===== src/rtl/assert_macros.svh =====
// Assertion macros shared by the move controller RTL.
`ifndef ASSERT_MACROS_SVH
`define ASSERT_MACROS_SVH
`ifndef SYNTH
`define ASSERT_CLK(lbl, clk, rstn, prop) \
	lbl: assert property (@(posedge clk) disable iff (!rstn) prop) \
		else $error("assertion failed");
`define ASSERT_NEVER(lbl, clk, rstn, expr) \
	lbl: assert property (@(posedge clk) disable iff (!rstn) !(expr)) \
		else $error("forbidden condition seen");
`else
`define ASSERT_CLK(lbl, clk, rstn, prop)
`define ASSERT_NEVER(lbl, clk, rstn, expr)
`endif
`endif


===== src/rtl/ddsm_pkg.sv =====
// Shared types, codes and constants of the move controller.
`default_nettype none
package ddsm_pkg;

	localparam int CMD_W      = 3;
	localparam int AMOUNT_W   = 20;
	localparam int RADIUS_W   = 10;
	localparam int SPACING_W  = 12;
	localparam int IV_W       = 14;
	localparam int OUT_W      = 7;
	localparam int IN_TDATA_W = 24;
	localparam int OUT_TDATA_W = 8;
	localparam int ADDR_W     = 3;
	localparam int DATA_W     = 32;

	// amount * 200000 needs 38 bits; 3143 * radius needs 22 bits
	localparam int FACTOR_W = 18;
	localparam int NUM_W    = AMOUNT_W + FACTOR_W;
	localparam int DEN_W    = 22;

	localparam int COUNT_WIDTH_DEF = 32;
	localparam int QDEPTH          = 2;

	localparam logic [CMD_W-1:0] CMD_TICK    = 3'd0;
	localparam logic [CMD_W-1:0] CMD_FORWARD = 3'd1;
	localparam logic [CMD_W-1:0] CMD_REVERSE = 3'd2;
	localparam logic [CMD_W-1:0] CMD_ROT_R   = 3'd3;
	localparam logic [CMD_W-1:0] CMD_ROT_L   = 3'd4;

	// register select is the word address bit
	localparam logic REG_RADIUS  = 1'b0;
	localparam logic REG_SPACING = 1'b1;

	localparam logic [RADIUS_W-1:0]  RADIUS_RST  = 10'd40;
	localparam logic [SPACING_W-1:0] SPACING_RST = 12'd200;

	localparam logic [IV_W-1:0] INTERVAL_START = 14'd10000;
	localparam logic [IV_W-1:0] INTERVAL_FLOOR = 14'd5000;
	localparam logic [IV_W-1:0] INTERVAL_DROP  = 14'd100;

	localparam logic [FACTOR_W-1:0] STRAIGHT_NUM = 18'd200000;
	localparam logic [11:0]         STRAIGHT_DEN = 12'd3143;
	localparam logic [2:0]          ROT_NUM      = 3'd5;
	localparam logic [11:0]         ROT_DEN      = 12'd9;

	typedef enum logic [1:0] {
		KIND_TICK,
		KIND_MOVE,
		KIND_NOP
	} kind_t;

	typedef struct packed {
		kind_t               kind;
		logic                straight;
		logic                left_fwd;
		logic                right_fwd;
		logic [AMOUNT_W-1:0] amount;
	} item_t;

endpackage
`default_nettype wire


===== src/rtl/ddsm_front.sv =====
// Front end: takes input beats and decodes them into queue items.
`default_nettype none
module ddsm_front (
	input  wire logic                          s_tvalid,
	output logic                               s_tready,
	input  wire logic [ddsm_pkg::IN_TDATA_W-1:0] s_tdata,
	input  wire logic [ddsm_pkg::CMD_W-1:0]    s_tuser,
	input  wire logic                          q_full,
	output logic                               q_push,
	output ddsm_pkg::item_t                    q_item
);

	assign s_tready = !q_full;
	assign q_push   = s_tvalid && !q_full;

	always_comb begin
		q_item.amount    = s_tdata[ddsm_pkg::AMOUNT_W-1:0];
		q_item.kind      = ddsm_pkg::KIND_NOP;
		q_item.straight  = 1'b0;
		q_item.left_fwd  = 1'b0;
		q_item.right_fwd = 1'b0;
		unique case (s_tuser)
			ddsm_pkg::CMD_TICK: begin
				q_item.kind = ddsm_pkg::KIND_TICK;
			end
			ddsm_pkg::CMD_FORWARD: begin
				q_item.kind      = ddsm_pkg::KIND_MOVE;
				q_item.straight  = 1'b1;
				q_item.left_fwd  = 1'b1;
				q_item.right_fwd = 1'b1;
			end
			ddsm_pkg::CMD_REVERSE: begin
				q_item.kind     = ddsm_pkg::KIND_MOVE;
				q_item.straight = 1'b1;
			end
			ddsm_pkg::CMD_ROT_R: begin
				q_item.kind     = ddsm_pkg::KIND_MOVE;
				q_item.left_fwd = 1'b1;
			end
			ddsm_pkg::CMD_ROT_L: begin
				q_item.kind      = ddsm_pkg::KIND_MOVE;
				q_item.right_fwd = 1'b1;
			end
			default: begin
				q_item.kind = ddsm_pkg::KIND_NOP;
			end
		endcase
	end

endmodule
`default_nettype wire


===== src/rtl/ddsm_queue.sv =====
// Short item queue between the front end and the move engine.
`default_nettype none
`include "assert_macros.svh"
module ddsm_queue (
	input  wire logic            clk,
	input  wire logic            arst_n,
	input  wire logic            push,
	input  wire ddsm_pkg::item_t push_item,
	output logic                 full,
	input  wire logic            pop,
	output logic                 valid,
	output ddsm_pkg::item_t      head
);

	localparam int PTR_W = (ddsm_pkg::QDEPTH > 1) ? $clog2(ddsm_pkg::QDEPTH) : 1;
	localparam int CNT_W = $clog2(ddsm_pkg::QDEPTH + 1);
	localparam logic [PTR_W-1:0] PTR_LAST = PTR_W'(ddsm_pkg::QDEPTH - 1);
	localparam logic [CNT_W-1:0] CNT_FULL = CNT_W'(ddsm_pkg::QDEPTH);

	ddsm_pkg::item_t  mem_q [ddsm_pkg::QDEPTH];
	logic [PTR_W-1:0] wr_ptr_q;
	logic [PTR_W-1:0] rd_ptr_q;
	logic [CNT_W-1:0] count_q;

	assign full  = (count_q == CNT_FULL);
	assign valid = (count_q != '0);
	assign head  = mem_q[rd_ptr_q];

	always_ff @(posedge clk) begin
		if (push) begin
			mem_q[wr_ptr_q] <= push_item;
		end
	end

	always_ff @(posedge clk or negedge arst_n) begin
		if (!arst_n) begin
			wr_ptr_q <= '0;
			rd_ptr_q <= '0;
			count_q  <= '0;
		end else begin
			if (push) begin
				wr_ptr_q <= (wr_ptr_q == PTR_LAST) ? '0 : wr_ptr_q + 1'b1;
			end
			if (pop) begin
				rd_ptr_q <= (rd_ptr_q == PTR_LAST) ? '0 : rd_ptr_q + 1'b1;
			end
			if (push && !pop) begin
				count_q <= count_q + 1'b1;
			end else if (pop && !push) begin
				count_q <= count_q - 1'b1;
			end
		end
	end

	`ASSERT_NEVER(a_push_full, clk, arst_n, push && full)
	`ASSERT_NEVER(a_pop_empty, clk, arst_n, pop && !valid)
	`ASSERT_CLK(a_count_up, clk, arst_n, (push && !pop) |=> (count_q == $past(count_q) + 1'b1))

endmodule
`default_nettype wire


===== src/rtl/ddsm_back.sv =====
// Move engine: step count division, step timing and the result register.
`default_nettype none
`include "assert_macros.svh"
module ddsm_back #(
	parameter int COUNT_WIDTH = ddsm_pkg::COUNT_WIDTH_DEF
) (
	input  wire logic                            clk,
	input  wire logic                            arst_n,
	input  wire logic [ddsm_pkg::RADIUS_W-1:0]   wheel_radius,
	input  wire logic [ddsm_pkg::SPACING_W-1:0]  wheel_spacing,
	input  wire logic                            q_valid,
	input  wire ddsm_pkg::item_t                 q_item,
	output logic                                 q_pop,
	output logic                                 m_tvalid,
	input  wire logic                            m_tready,
	output logic [ddsm_pkg::OUT_TDATA_W-1:0]     m_tdata
);

	localparam int NUM_W = ddsm_pkg::NUM_W;
	localparam int DEN_W = ddsm_pkg::DEN_W;
	localparam int IV_W  = ddsm_pkg::IV_W;
	localparam int CNT_W = $clog2(NUM_W);
	localparam int EXT_W = (NUM_W > COUNT_WIDTH) ? NUM_W : COUNT_WIDTH;
	localparam logic [CNT_W-1:0] DIV_LAST = CNT_W'(NUM_W - 1);
	localparam logic [EXT_W-1:0] COUNT_MAX = EXT_W'({COUNT_WIDTH{1'b1}});

	localparam logic [1:0] ST_IDLE = 2'd0;
	localparam logic [1:0] ST_MUL  = 2'd1;
	localparam logic [1:0] ST_DIV  = 2'd2;
	localparam logic [1:0] ST_FIN  = 2'd3;

	// control state
	logic [1:0]             state_q, state_nx;
	logic [CNT_W-1:0]       cnt_q;
	logic                   running_q, running_nx;
	logic                   ramp_q, ramp_nx;
	logic                   left_q, left_nx;
	logic                   right_q, right_nx;
	logic [COUNT_WIDTH-1:0] steps_q, steps_nx;
	logic [IV_W-1:0]        interval_q, interval_nx;
	logic [IV_W-1:0]        wait_q, wait_nx;
	logic                   out_valid_q;
	logic [ddsm_pkg::OUT_W-1:0] out_data_q;

	// datapath
	ddsm_pkg::item_t        mv_q;
	logic [NUM_W-1:0]       num_q;
	logic [DEN_W-1:0]       den_q;
	logic [DEN_W-1:0]       rem_q;

	logic                   out_free, out_wr;
	logic                   pulse, done, rej;
	logic [ddsm_pkg::RADIUS_W-1:0] radius_eff;
	logic [ddsm_pkg::FACTOR_W-1:0] factor;
	logic [DEN_W:0]         trial;
	logic                   ge;
	logic [EXT_W-1:0]       quo_ext, quo_sat;

	assign out_free = !out_valid_q || m_tready;
	assign m_tvalid = out_valid_q;
	assign m_tdata  = ddsm_pkg::OUT_TDATA_W'(out_data_q);

	assign radius_eff = (wheel_radius == '0) ? ddsm_pkg::RADIUS_W'(1) : wheel_radius;
	assign factor = mv_q.straight ? ddsm_pkg::STRAIGHT_NUM
		: ddsm_pkg::FACTOR_W'(wheel_spacing) * ddsm_pkg::FACTOR_W'(ddsm_pkg::ROT_NUM);

	// one quotient bit per cycle, dividend shifts out as quotient shifts in
	assign trial = {rem_q, num_q[NUM_W-1]};
	assign ge    = (trial >= {1'b0, den_q});

	assign quo_ext = EXT_W'(num_q);
	assign quo_sat = (quo_ext > COUNT_MAX) ? COUNT_MAX : quo_ext;

	always_comb begin
		state_nx    = state_q;
		running_nx  = running_q;
		ramp_nx     = ramp_q;
		left_nx     = left_q;
		right_nx    = right_q;
		steps_nx    = steps_q;
		interval_nx = interval_q;
		wait_nx     = wait_q;
		pulse       = 1'b0;
		done        = 1'b0;
		rej         = 1'b0;
		out_wr      = 1'b0;
		q_pop       = 1'b0;
		unique case (state_q)
			ST_IDLE: begin
				if (q_valid && out_free) begin
					q_pop  = 1'b1;
					out_wr = 1'b1;
					unique case (q_item.kind)
						ddsm_pkg::KIND_TICK: begin
							if (running_q) begin
								if (wait_q == '0) begin
									if (steps_q == '0) begin
										running_nx = 1'b0;
										done       = 1'b1;
									end else begin
										pulse    = 1'b1;
										steps_nx = steps_q - 1'b1;
										wait_nx  = interval_q - 1'b1;
										if (ramp_q && interval_q > ddsm_pkg::INTERVAL_FLOOR) begin
											interval_nx = interval_q - ddsm_pkg::INTERVAL_DROP;
										end
									end
								end else begin
									wait_nx = wait_q - 1'b1;
								end
							end
						end
						ddsm_pkg::KIND_MOVE: begin
							if (running_q) begin
								rej = 1'b1;
							end else begin
								out_wr   = 1'b0;
								state_nx = ST_MUL;
							end
						end
						default: begin
						end
					endcase
				end
			end
			ST_MUL: begin
				state_nx = ST_DIV;
			end
			ST_DIV: begin
				if (cnt_q == DIV_LAST) begin
					state_nx = ST_FIN;
				end
			end
			ST_FIN: begin
				if (out_free) begin
					out_wr      = 1'b1;
					state_nx    = ST_IDLE;
					steps_nx    = COUNT_WIDTH'(quo_sat);
					left_nx     = mv_q.left_fwd;
					right_nx    = mv_q.right_fwd;
					ramp_nx     = mv_q.straight;
					interval_nx = ddsm_pkg::INTERVAL_START;
					wait_nx     = '0;
					running_nx  = (quo_sat != '0);
					done        = (quo_sat == '0);
				end
			end
		endcase
	end

	always_ff @(posedge clk or negedge arst_n) begin
		if (!arst_n) begin
			state_q     <= ST_IDLE;
			cnt_q       <= '0;
			running_q   <= 1'b0;
			ramp_q      <= 1'b0;
			left_q      <= 1'b0;
			right_q     <= 1'b0;
			steps_q     <= '0;
			interval_q  <= ddsm_pkg::INTERVAL_START;
			wait_q      <= '0;
			out_valid_q <= 1'b0;
		end else begin
			state_q    <= state_nx;
			running_q  <= running_nx;
			ramp_q     <= ramp_nx;
			left_q     <= left_nx;
			right_q    <= right_nx;
			steps_q    <= steps_nx;
			interval_q <= interval_nx;
			wait_q     <= wait_nx;
			if (state_q == ST_DIV) begin
				cnt_q <= cnt_q + 1'b1;
			end else begin
				cnt_q <= '0;
			end
			if (out_wr) begin
				out_valid_q <= 1'b1;
			end else if (m_tready) begin
				out_valid_q <= 1'b0;
			end
		end
	end

	always_ff @(posedge clk) begin
		if (state_q == ST_IDLE && q_pop && q_item.kind == ddsm_pkg::KIND_MOVE) begin
			mv_q <= q_item;
		end
		if (state_q == ST_MUL) begin
			num_q <= NUM_W'(mv_q.amount) * NUM_W'(factor);
			den_q <= DEN_W'(radius_eff) * DEN_W'(mv_q.straight ? ddsm_pkg::STRAIGHT_DEN
				: ddsm_pkg::ROT_DEN);
			rem_q <= '0;
		end else if (state_q == ST_DIV) begin
			num_q <= {num_q[NUM_W-2:0], ge};
			rem_q <= ge ? DEN_W'(trial - {1'b0, den_q}) : DEN_W'(trial);
		end
		if (out_wr) begin
			// rejected, done, busy, power, right, left, step from the top bit down
			out_data_q <= {rej, done, running_nx, running_nx, right_nx, left_nx, pulse};
		end
	end

	`ASSERT_CLK(a_no_pop_busy, clk, arst_n, (state_q != ST_IDLE) |-> !q_pop)
	`ASSERT_CLK(a_div_count, clk, arst_n, (state_q == ST_DIV && cnt_q != DIV_LAST) |=> (state_q == ST_DIV && cnt_q == $past(cnt_q) + 1'b1))
	`ASSERT_CLK(a_interval_range, clk, arst_n, (interval_q >= ddsm_pkg::INTERVAL_FLOOR) && (interval_q <= ddsm_pkg::INTERVAL_START))
	`ASSERT_NEVER(a_rej_idle, clk, arst_n, out_wr && rej && !running_q)

endmodule
`default_nettype wire


===== src/rtl/diff_drive_stepper_move_controller.sv =====
// Top level of the two-wheel stepper cart move controller.
//
// Input stream (s_t*): one beat per item. s_tuser carries the command
// (tick, forward, reverse, rotate right, rotate left), s_tdata the amount.
// Output stream (m_t*): exactly one result beat per input beat, in order.
// Configuration: APB-style port, wheel_radius at 0x0, wheel_spacing at 0x4,
// pready tied high; write only while no beat is in flight.
// Path: a tick or ignored/rejected beat is written into the queue, then popped
// by the engine into the result register, which drives m_tvalid.
// An accepted move command goes through the pop, a multiply state, the
// one-bit-per-cycle restoring divider and a finish state.
// Throughput: one tick per cycle while the receiver keeps m_tready high; a move
// command ties up the engine for its whole division.
// Front end and engine are decoupled by a two-entry queue, so beats keep
// being accepted while the engine divides, until the queue fills.
// Receiver stall: the result register holds its beat; the engine waits,
// the queue fills and then s_tready drops. Nothing is lost.
// Reset (arst_n low): idle, no move, interval 10000, directions reverse,
// registers at radius 40 and spacing 200; queue and result register empty.
`default_nettype none
module diff_drive_stepper_move_controller #(
	parameter int COUNT_WIDTH = ddsm_pkg::COUNT_WIDTH_DEF
) (
	input  wire logic                              clk,
	input  wire logic                              arst_n,
	// input beat
	input  wire logic                              s_tvalid,
	output logic                                   s_tready,
	input  wire logic [ddsm_pkg::IN_TDATA_W-1:0]   s_tdata,  // [19:0] amount
	input  wire logic [ddsm_pkg::CMD_W-1:0]        s_tuser,  // [2:0] command
	// result beat
	output logic                                   m_tvalid,
	input  wire logic                              m_tready,
	// [0] step_pulse, [1] left_forward, [2] right_forward, [3] power_on,
	// [4] busy_res, [5] done_res, [6] rejected
	output logic [ddsm_pkg::OUT_TDATA_W-1:0]       m_tdata,
	// configuration
	input  wire logic                              psel,
	input  wire logic                              penable,
	input  wire logic                              pwrite,
	input  wire logic [ddsm_pkg::ADDR_W-1:0]       paddr,
	input  wire logic [ddsm_pkg::DATA_W-1:0]       pwdata,
	output logic [ddsm_pkg::DATA_W-1:0]            prdata,
	output logic                                   pready
);

	logic [ddsm_pkg::RADIUS_W-1:0]  radius_q;
	logic [ddsm_pkg::SPACING_W-1:0] spacing_q;
	logic                           cfg_wr;

	ddsm_pkg::item_t push_item;
	ddsm_pkg::item_t head_item;
	logic            q_push, q_full, q_valid, q_pop;

	assign pready = 1'b1;
	assign cfg_wr = psel && penable && pwrite && pready;

	// word address bit picks the register
	always_ff @(posedge clk or negedge arst_n) begin
		if (!arst_n) begin
			radius_q  <= ddsm_pkg::RADIUS_RST;
			spacing_q <= ddsm_pkg::SPACING_RST;
		end else if (cfg_wr) begin
			if (paddr[2] == ddsm_pkg::REG_RADIUS) begin
				radius_q <= pwdata[ddsm_pkg::RADIUS_W-1:0];
			end else begin
				spacing_q <= pwdata[ddsm_pkg::SPACING_W-1:0];
			end
		end
	end

	assign prdata = (paddr[2] == ddsm_pkg::REG_SPACING)
		? ddsm_pkg::DATA_W'(spacing_q) : ddsm_pkg::DATA_W'(radius_q);

	ddsm_front u_front (
		.s_tvalid (s_tvalid),
		.s_tready (s_tready),
		.s_tdata  (s_tdata),
		.s_tuser  (s_tuser),
		.q_full   (q_full),
		.q_push   (q_push),
		.q_item   (push_item)
	);

	ddsm_queue u_queue (
		.clk       (clk),
		.arst_n    (arst_n),
		.push      (q_push),
		.push_item (push_item),
		.full      (q_full),
		.pop       (q_pop),
		.valid     (q_valid),
		.head      (head_item)
	);

	ddsm_back #(
		.COUNT_WIDTH (COUNT_WIDTH)
	) u_back (
		.clk           (clk),
		.arst_n        (arst_n),
		.wheel_radius  (radius_q),
		.wheel_spacing (spacing_q),
		.q_valid       (q_valid),
		.q_item        (head_item),
		.q_pop         (q_pop),
		.m_tvalid      (m_tvalid),
		.m_tready      (m_tready),
		.m_tdata       (m_tdata)
	);

endmodule
`default_nettype wire

===== config.mk =====
export PLATFORM = sky130hd
export DESIGN_NAME = diff_drive_stepper_move_controller
export DESIGN_NICKNAME = d
export VERILOG_FILES = /design/src/rtl/ddsm_pkg.sv /design/src/rtl/ddsm_front.sv /design/src/rtl/ddsm_queue.sv /design/src/rtl/ddsm_back.sv /design/src/rtl/diff_drive_stepper_move_controller.sv
export VERILOG_INCLUDE_DIRS = /design/src /design/src/rtl
export SDC_FILE = /design/constraint.sdc
export NUM_CORES = 1
export LEC_CHECK = 0
export BUFFER_PORTS_ARGS = -buffer_cell sky130_fd_sc_hd__buf_2
export CAP_MARGIN = 10
export CORE_ASPECT_RATIO = 0.5
export CORE_UTILIZATION = 50
export CTS_BUF_LIST = sky130_fd_sc_hd__clkbuf_8
export DETAILED_ROUTE_END_ITERATION = 7
export GPL_TIMING_DRIVEN = 0
export PLACE_DENSITY = 0.71
export SYNTH_ARGS = -nofsm -noshare
export SYNTH_HDL_FRONTEND = slang
export SYNTH_SLANG_ARGS = --single-unit

===== constraint.sdc =====
create_clock -name clk -period 15.8 [get_ports clk]
set_clock_uncertainty 0.1 [all_clocks]
set_input_delay 1.58 -clock clk [delete_from_list [all_inputs] [get_ports clk]]
set_output_delay 1.58 -clock clk [all_outputs]
set_load 0.01 [all_outputs]

==> results of run 1 <==
-- registers in the layout (all words and copies together), names as in the netlist --
name / count
u_back.m_tvalid: 1
radius_q: 10
u_back.right_q: 1
u_back.wait_q: 14
u_queue.mem_q: 50
u_back.cnt_q: 6
u_back.num_q: 38
u_back.state_q: 2
u_back.steps_q: 32
u_queue.wr_ptr_q: 1
u_back.ramp_q: 1
u_back.mv_q: 23
u_back.interval_q: 12
u_back.out_data_q: 6
u_back.den_q: 22
u_back.left_q: 1
u_back.rem_q: 22
u_back.running_q: 1
spacing_q: 12
u_queue.count_q: 2
u_queue.rd_ptr_q: 1
-- area by class of cell --
type / instances / area (µm²)
Sequential cell: 258 / 7054
Tap cell: 713 / 892.1
Buffer: 146 / 695.7
Fill cell: 4761 / 24340
Clock buffer: 45 / 619.3
Multi-Input combinational cell: 1992 / 17900
Clock inverter: 33 / 216.5
Inverter: 465 / 1745
Timing Repair Buffer: 65 / 365.4
-- Yosys cell counts, drive strengths merged, types with 7 or more instances --
| cell | n |
|---|---|
| nor3b | 7 |
| nand4bb | 13 |
| a31oi | 15 |
| fa | 297 |
| dfxtp | 22 |
| mux2 | 87 |
| clkbuf | 107 |
| ha | 260 |
| a21oi | 137 |
| nor4bb | 7 |
| xnor2 | 52 |
| nor2b | 24 |
| nand4 | 15 |
| o22ai | 16 |
| o211ai | 11 |
| nand2 | 264 |
| or3 | 8 |
| inv | 464 |
| mux2i | 11 |
| nor2 | 170 |
| nand2b | 20 |
| o21a | 11 |
| buf | 39 |
| nand3 | 38 |
| nor3 | 37 |
| and2 | 118 |
| and3 | 10 |
| a211oi | 25 |
| o21bai | 8 |
| or2 | 7 |
| a21o | 30 |
| o21ai | 128 |
| dfstp | 10 |
| edfxtp | 139 |
| or3b | 14 |
| xor2 | 32 |
| nor4 | 18 |
| dfrtp | 87 |
-- cell families after synthesis --
group | after synthesis | share of synthesized area, %
xor gates and xnor gates | 84 | 2.695
DFF | 258 | 25.84
other | 2 | 0.02751
and+or+nand+nor | 786 | 14.72
buffers and inverters | 611 | 8.943
muxes | 98 | 3.993
AOI/OAI and AO/OA | 443 | 10.08
adders and majority gates | 557 | 33.70
-- layout by cell type, fill, tap and decap left out, drive strengths merged, types with 103 or more instances in the layout --
master	count
a21oi	137
and2	118
buf	103
clkbuf	153
edfxtp	139
fa	297
ha	260
inv	480
nand2	264
nor2	170
o21ai	128
-- worst register-to-register path: cells and delay by family (launching register included) --
kind / cells / cell delay [ps]
muxes: 1 / 300
adders and majority gates: 10 / 4140
DFF: 1 / 580
and+or+nand+nor: 4 / 820
buffers and inverters: 6 / 990
AOI/OAI and AO/OA: 13 / 2890
-- metrics by stage --
stage	utilization [%]	cell area, µm²	cells	hold slack, ps
floorplan	-	27380	2861	343.6
global placement	53.10	28580	3636	372.2
detailed placement	53.23	28650	3638	373.9
CTS	54.78	29490	3716	389.4
global route	54.79	29490	3717	405.8
finish	54.79	29490	3717	385.6
-- metal layers --
metal	part of all wire, %	vias up
met5	0	-
met4	2.6	0
met3	7.0	110
met2	46	698
met1	44	10110
li1	-	9579
-- worst paths after layout --
path / endpoint / slack, ps / depth (start not counted) / from
hold reg to reg: u_back.cnt_q[0]$_DFF_PN0_ / 390 / 1 / u_back.cnt_q[0]$_DFF_PN0_
min in group asynchronous: u_back.steps_q[20]$_DFFE_PN0P_ / 870 / 1 / arst_n
setup / recovery: u_back.num_q[37]$_DFFE_PP_ / 5780 / 34 / spacing_q[3]$_DFFE_PN1P_
setup reg to reg: u_back.num_q[37]$_DFFE_PP_ / 5780 / 34 / spacing_q[3]$_DFFE_PN1P_
hold / removal: u_back.cnt_q[0]$_DFF_PN0_ / 390 / 1 / u_back.cnt_q[0]$_DFF_PN0_
max in group asynchronous: u_back.interval_q[13]$_DFFE_PN1P_ / 13970 / 2 / arst_n
==> key figures, run 1 <==
Run status
  – Run status: complete, no violations

Route
  – Total routed wirelength: ~69,000 µm
  – Wire length per cell: between 15 and 20 µm
  – Number of detailed-routing iterations run before antenna repair: 5
  – Remaining number of nets flagged by the antenna check after routing: 0
  – Vias per Instance: between 5 and 6
  – DRC marker count from the first detailed-route iteration: 1,411
  – Vias after detailed routing: between 20k and 25k
  – DRC: 0

Critical path
  – CP peak stage delay: around 580 ps
  – Master of the slowest instance on the critical path: sky130_fd_sc_hd__dfstp_2
  – CP Data Required Time: about 16,000 ps
  – Buf/Inv on CP: 6
  – Top delay family on crit path: adder cells
  – Path type of the worst setup path: register to register
  – Highest net fanout along the worst path: 10
  – Arrival time at the worst endpoint: between 10,000 and 15,000 ps
  – Type of origin of the critical path: register
  – Critical path endpoint category: register
  – Most repeated library cell on the critical path: sky130_fd_sc_hd__fa_1

Clock tree
  – Post_cts resized: 0
  – Clock root buffer: sky130_fd_sc_hd__clkbuf_8
  – CTS Sinks: roughly 260
  – Number of setup buffers added after CTS: 0
  – Clock input transition at the sequential cells of the worst setup and hold paths: ~70 ps
  – Number of buffers created by CTS: 42
  – Hold-fix buffers, CTS: 0
  – H-tree lvl count: 2
  – Clock Latency Late Sink: roughly 620 ps
  – TritonCTS clock tree: done
  – CTS max path bufs: 3

Placement
  – Quantity of I/O buffers inserted on ports: 62
  – Setup Slack @ Placement: between 5000 and 6000 ps
  – Routability congestion estimate: approximately 1
  – Final HPWL from detailed placement: around 55,000 µm

Global routing
  – Final global-route overflow total: 0
  – Global-route usage over all layers: around 25%
  – GR Util met1: between 30% and 40%
  – Global routing met2 resource utilization: roughly two fifths
  – Number of global-route vias before repair: between 20k and 25k
  – Largest net degree at the start of global routing: 56
  – Initial antenna violation count: 0
  – GRT busiest layer: met2
  – Wire length of the first global-routing pass: roughly 110,000 µm
  – Met3 track utilization from global routing: 3.822%

Logic synthesis
  – Async SR Flop Fraction: 37.60%
  – Most area-consuming cells after synthesis: sky130_fd_sc_hd__fa_1, sky130_fd_sc_hd__edfxtp_1, sky130_fd_sc_hd__ha_1
  – Portion of synthesized cell area occupied by the leading cell type: between 20% and 30%
  – Part of the Yosys area used for sequential elements: about a quarter
  – Biggest area consumer among synthesized cells: sky130_fd_sc_hd__fa_1
  – Number of synthesis warnings: 0
  – Distinct cell type count after synthesis: 94
  – Cell area after synthesis: between 0.02 and 0.03 mm²
  – Ys flop type: sky130_fd_sc_hd__edfxtp_1
  – Number of enable flip-flop cells after synthesis: 139
  – Seq cells post-synth: about 260
  – Count of mapped cells out of synthesis: about 2.8k
  – Post-synthesis average cell area: 9.615 µm²

Hold path
  – Type of the most critical hold path: register to register

Layout
  – Net total in the final layout: around 3.6k
  – ANT cells: 0
  – Growth of design area from synthesis to finish: 8.040%
  – Share of layout cells above drive strength 1: roughly a tenth

Die
  – Effective utilization at floorplan: 50.71%
  – Width of the chip: about 330 µm
  – Die height: between 150 and 200 µm
  – Placeable core region: between 0.05 and 0.06 mm²
  – Std-Cell Rows: 60
  – Number of I/O pins: roughly 110
  – DIE AREA: 0.05559 mm²

Timing
  – Post-layout min period: 10,020 ps
  – Period Utilization, post-route: 63.43%
  – Setup repair after global routing missed its margin: no
  – Number of hold violations in the final report: 0
  – Final-report max-slew violation count: 0
  – Setup violation total in the final timing report: 0
  – Worst path setup slack after routing: between 5000 and 6000 ps
  – Setup total negative slack: 0 ps
  – Highest clock rate: approximately 100 MHz
  – Slew Limit Headroom: between 30% and 40%
  – Slew at the pin closest to its max-slew limit: approximately 1000 ps

Run
  – Number of maximum-capacitance violations: 0
Power of run 1 is left out: the tool's default activity adds up to more than one toggle a clock period on the data nets, which glitch-free logic cannot reach.
==> run 2, diff against run 1 <==
- PLACE_DENSITY: 0.71 -> 0.73
- clock period: 15.8 -> 9 ns (I/O delays scaled with it)
==> key figures, run 2 (synthesis gave the netlist of run 1 again) <==
Route
  – Remaining number of nets flagged by the antenna check after routing: 0 (unchanged)
  – DRC: 0 (unchanged)
  – Vias after detailed routing: 20.83k (+1.6%)
  – Wire length per cell: 18.65 µm (+0.53%)
  – Number of detailed-routing iterations run before antenna repair: 5 (unchanged)
  – DRC marker count from the first detailed-route iteration: 1,646 (+17%)
  – Vias per Instance: 5.570 (+1.0%)
  – Total routed wirelength: 69,730 µm (+1.1%)

Timing
  – Highest clock rate: 113.7 MHz (+14%)
  – Number of hold violations in the final report: 0 (unchanged)
  – Setup violation total in the final timing report: 0 (unchanged)
  – Final-report max-slew violation count: 0 (unchanged)
  – Post-layout min period: 8799 ps (-1223 ps)
  – Slew Limit Headroom: 30.69% (+0.47 points)
  – Slew at the pin closest to its max-slew limit: 1040 ps (-7.068 ps)
  – Period Utilization, post-route: 97.76% (+34 points)
  – Setup repair after global routing missed its margin: yes

Clock tree
  – TritonCTS clock tree: done
  – Hold-fix buffers, CTS: 0 (unchanged)
  – Clock Latency Late Sink: 620 ps (about the same)
  – CTS Sinks: 258 (unchanged)
  – Number of buffers created by CTS: 42 (unchanged)
  – Clock input transition at the sequential cells of the worst setup and hold paths: 60 ps (about the same)
  – H-tree lvl count: 2 (unchanged)
  – CTS max path bufs: 3 (unchanged)
  – Clock root buffer: sky130_fd_sc_hd__clkbuf_8

Critical path
  – Type of origin of the critical path: register
  – Highest net fanout along the worst path: 6 (-4)
  – CP Data Required Time: 9240 ps (-6830 ps)
  – Worst r2r dst: u_back.num_q[37]$_DFFE_PP_
  – Most repeated library cell on the critical path: sky130_fd_sc_hd__inv_1
  – Critical path endpoint category: register
  – Path type of the worst setup path: register to register
  – Worst reg2reg startpoint: spacing_q[3]$_DFFE_PN1P_
  – Master of the slowest instance on the critical path: sky130_fd_sc_hd__dfstp_2
  – Arrival time at the worst endpoint: 9040 ps (-1250 ps)
  – Reg2Reg Setup Slack: 200 ps (-5580 ps)
  – CP peak stage delay: 600 ps (+20 ps)
  – Number of cells on the worst reg-to-reg path: 37 (+8.8%)

Global routing
  – Final global-route overflow total: 0 (unchanged)
  – Wire length of the first global-routing pass: 110,900 µm (+0.50%)
  – Initial antenna violation count: 1 (+1)
  – Global-route usage over all layers: 25.14% (+0.16 points)
  – Largest net degree at the start of global routing: 56 (unchanged)
  – Number of global-route vias before repair: 20.91k (+2.6%)

Layout
  – Most frequent standard cell in the layout excluding fill and tap cells: sky130_fd_sc_hd__inv_1
  – Biggest regs: u_queue.mem_q: 50 flops, u_back.num_q: 38 flops, u_back.steps_q: 32 flops
  – Growth of design area from synthesis to finish: 10.38%
  – Share of layout cells above drive strength 1: 13.12% (+3.0 points)
  – Net total in the final layout: 3,617 (+0.58%)
  – Most used cells in the layout excluding fill and tap cells: sky130_fd_sc_hd__inv_1, sky130_fd_sc_hd__fa_1, sky130_fd_sc_hd__nand2_1
  – Number of flip-flops in the largest register: 50 (unchanged)
  – Register name with the most flops: u_queue.mem_q
  – Final design area excluding fillers: 0.03013 mm² (+2.2%)

Die
  – Std-Cell Rows: 60 (unchanged)
  – Number of I/O pins: 112 (unchanged)
  – Die height: 167.2 µm (unchanged)
  – Effective utilization at floorplan: 50.71% (unchanged)
  – Placeable core region: 0.05383 mm² (unchanged)
  – DIE AREA: 0.05559 mm² (unchanged)
  – Width of the chip: 332.4 µm (unchanged)

Hold path
  – Type of the most critical hold path: input pin to async pin

Placement
  – Quantity of I/O buffers inserted on ports: 62 (unchanged)
  – Routability congestion estimate: 0.9663 (-3.5%)
  – Final HPWL from detailed placement: 54,370 µm (-0.69%)
  – Instance area at placement: 0.02865 mm² (unchanged)

Run
  – Number of maximum-capacitance violations: 0 (unchanged)

Run status
  – Run status: complete, no violations
run 2: cell count changes in the layout (fill, tap and decap cells not counted), sizes merged:
cell           previous run  this run
buf                     103       130
bufinv                    2         4
clkbuf                  153       145
clkdlybuf4s15             0         1
clkinv                   15        17
diode                     0         1
inv                     480       477
run 2: final cells by class:
| class | count | area, µm² |
|---|---|---|
| antenna | 1 | 2.502 |
| buffer | 144 | 734.5 |
| clock buffer | 44 | 605.6 |
| fill | 4657 | 23700 |
| inverter | 465 | 1745 |
| tap | 713 | 892.1 |
| clock inverter | 34 | 266.5 |
| multi-input combinational | 1992 | 18290 |
| timing repair buffer | 88 | 539.3 |
| sequential | 258 | 7054 |
run 2: worst max-delay path by stage:
stage / start / endpoint / slack, ps / depth (start not counted)
floorplan: spacing_q[3]$_DFFE_PN1P_ / u_back.num_q[37]$_DFFE_PP_ / 430 / 34
global placement: spacing_q[3]$_DFFE_PN1P_ / u_back.num_q[37]$_DFFE_PP_ / -720 / 34
detailed placement: spacing_q[3]$_DFFE_PN1P_ / u_back.num_q[37]$_DFFE_PP_ / -820 / 34
CTS: spacing_q[4]$_DFFE_PN0P_ / u_back.num_q[37]$_DFFE_PP_ / 10 / 31
global route: spacing_q[3]$_DFFE_PN1P_ / u_back.num_q[37]$_DFFE_PP_ / -80 / 34
finish: spacing_q[3]$_DFFE_PN1P_ / u_back.num_q[37]$_DFFE_PP_ / 200 / 37
run 2: per-stage QoR:
step / setup TNS, ps / worst slack [ps] / hold slack [ps] / instances / utilization [%]
global route: -155.0 / -83.92 / 204.1 / 3739 / 55.98
global placement: -4468 / -718.3 / 371.9 / 3636 / 53.10
CTS: 0 / 12.93 / 188.3 / 3723 / 55.13
finish: 0 / 201.5 / 187.5 / 3739 / 55.98
detailed placement: -5362 / -822.2 / 381.6 / 3638 / 53.23
floorplan: 0 / 425.2 / 343.6 / 2861 / -
run 2: layer usage:
| metal | GRT usage (%) | vias to the layer above | share of wire [%] | wire length (µm) |
|---|---|---|---|---|
| li1 | - | 9625 | - | - |
| met1 | 33.71 | 10240 | 43 | 29750 |
| met2 | 40.09 | 783 | 46 | 31850 |
| met3 | 4.864 | 184 | 7.7 | 5357 |
| met4 | 10.43 | 0 | 4.0 | 2777 |
| met5 | 0 | - | 0 | 0 |
run 2: timing repair:
action,in CTS,in global routing
setup buffers,8,13
endpoints found under the setup margin,12,13
resized for setup,32,90
pin swaps,11,41
cloned,0,2
run 2: worst max-delay path, delay by kind of cell (launching register included):
family,cells,cell delay [ps]
AND/OR/NAND/NOR,4,490
multiplexers,1,330
AO/OA/AOI/OAI,13,2300
adder cells (fa/ha/maj),10,3880
flip-flops,1,600
buffers and inverters,9,840
Power of run 2 is left out for the same reason.
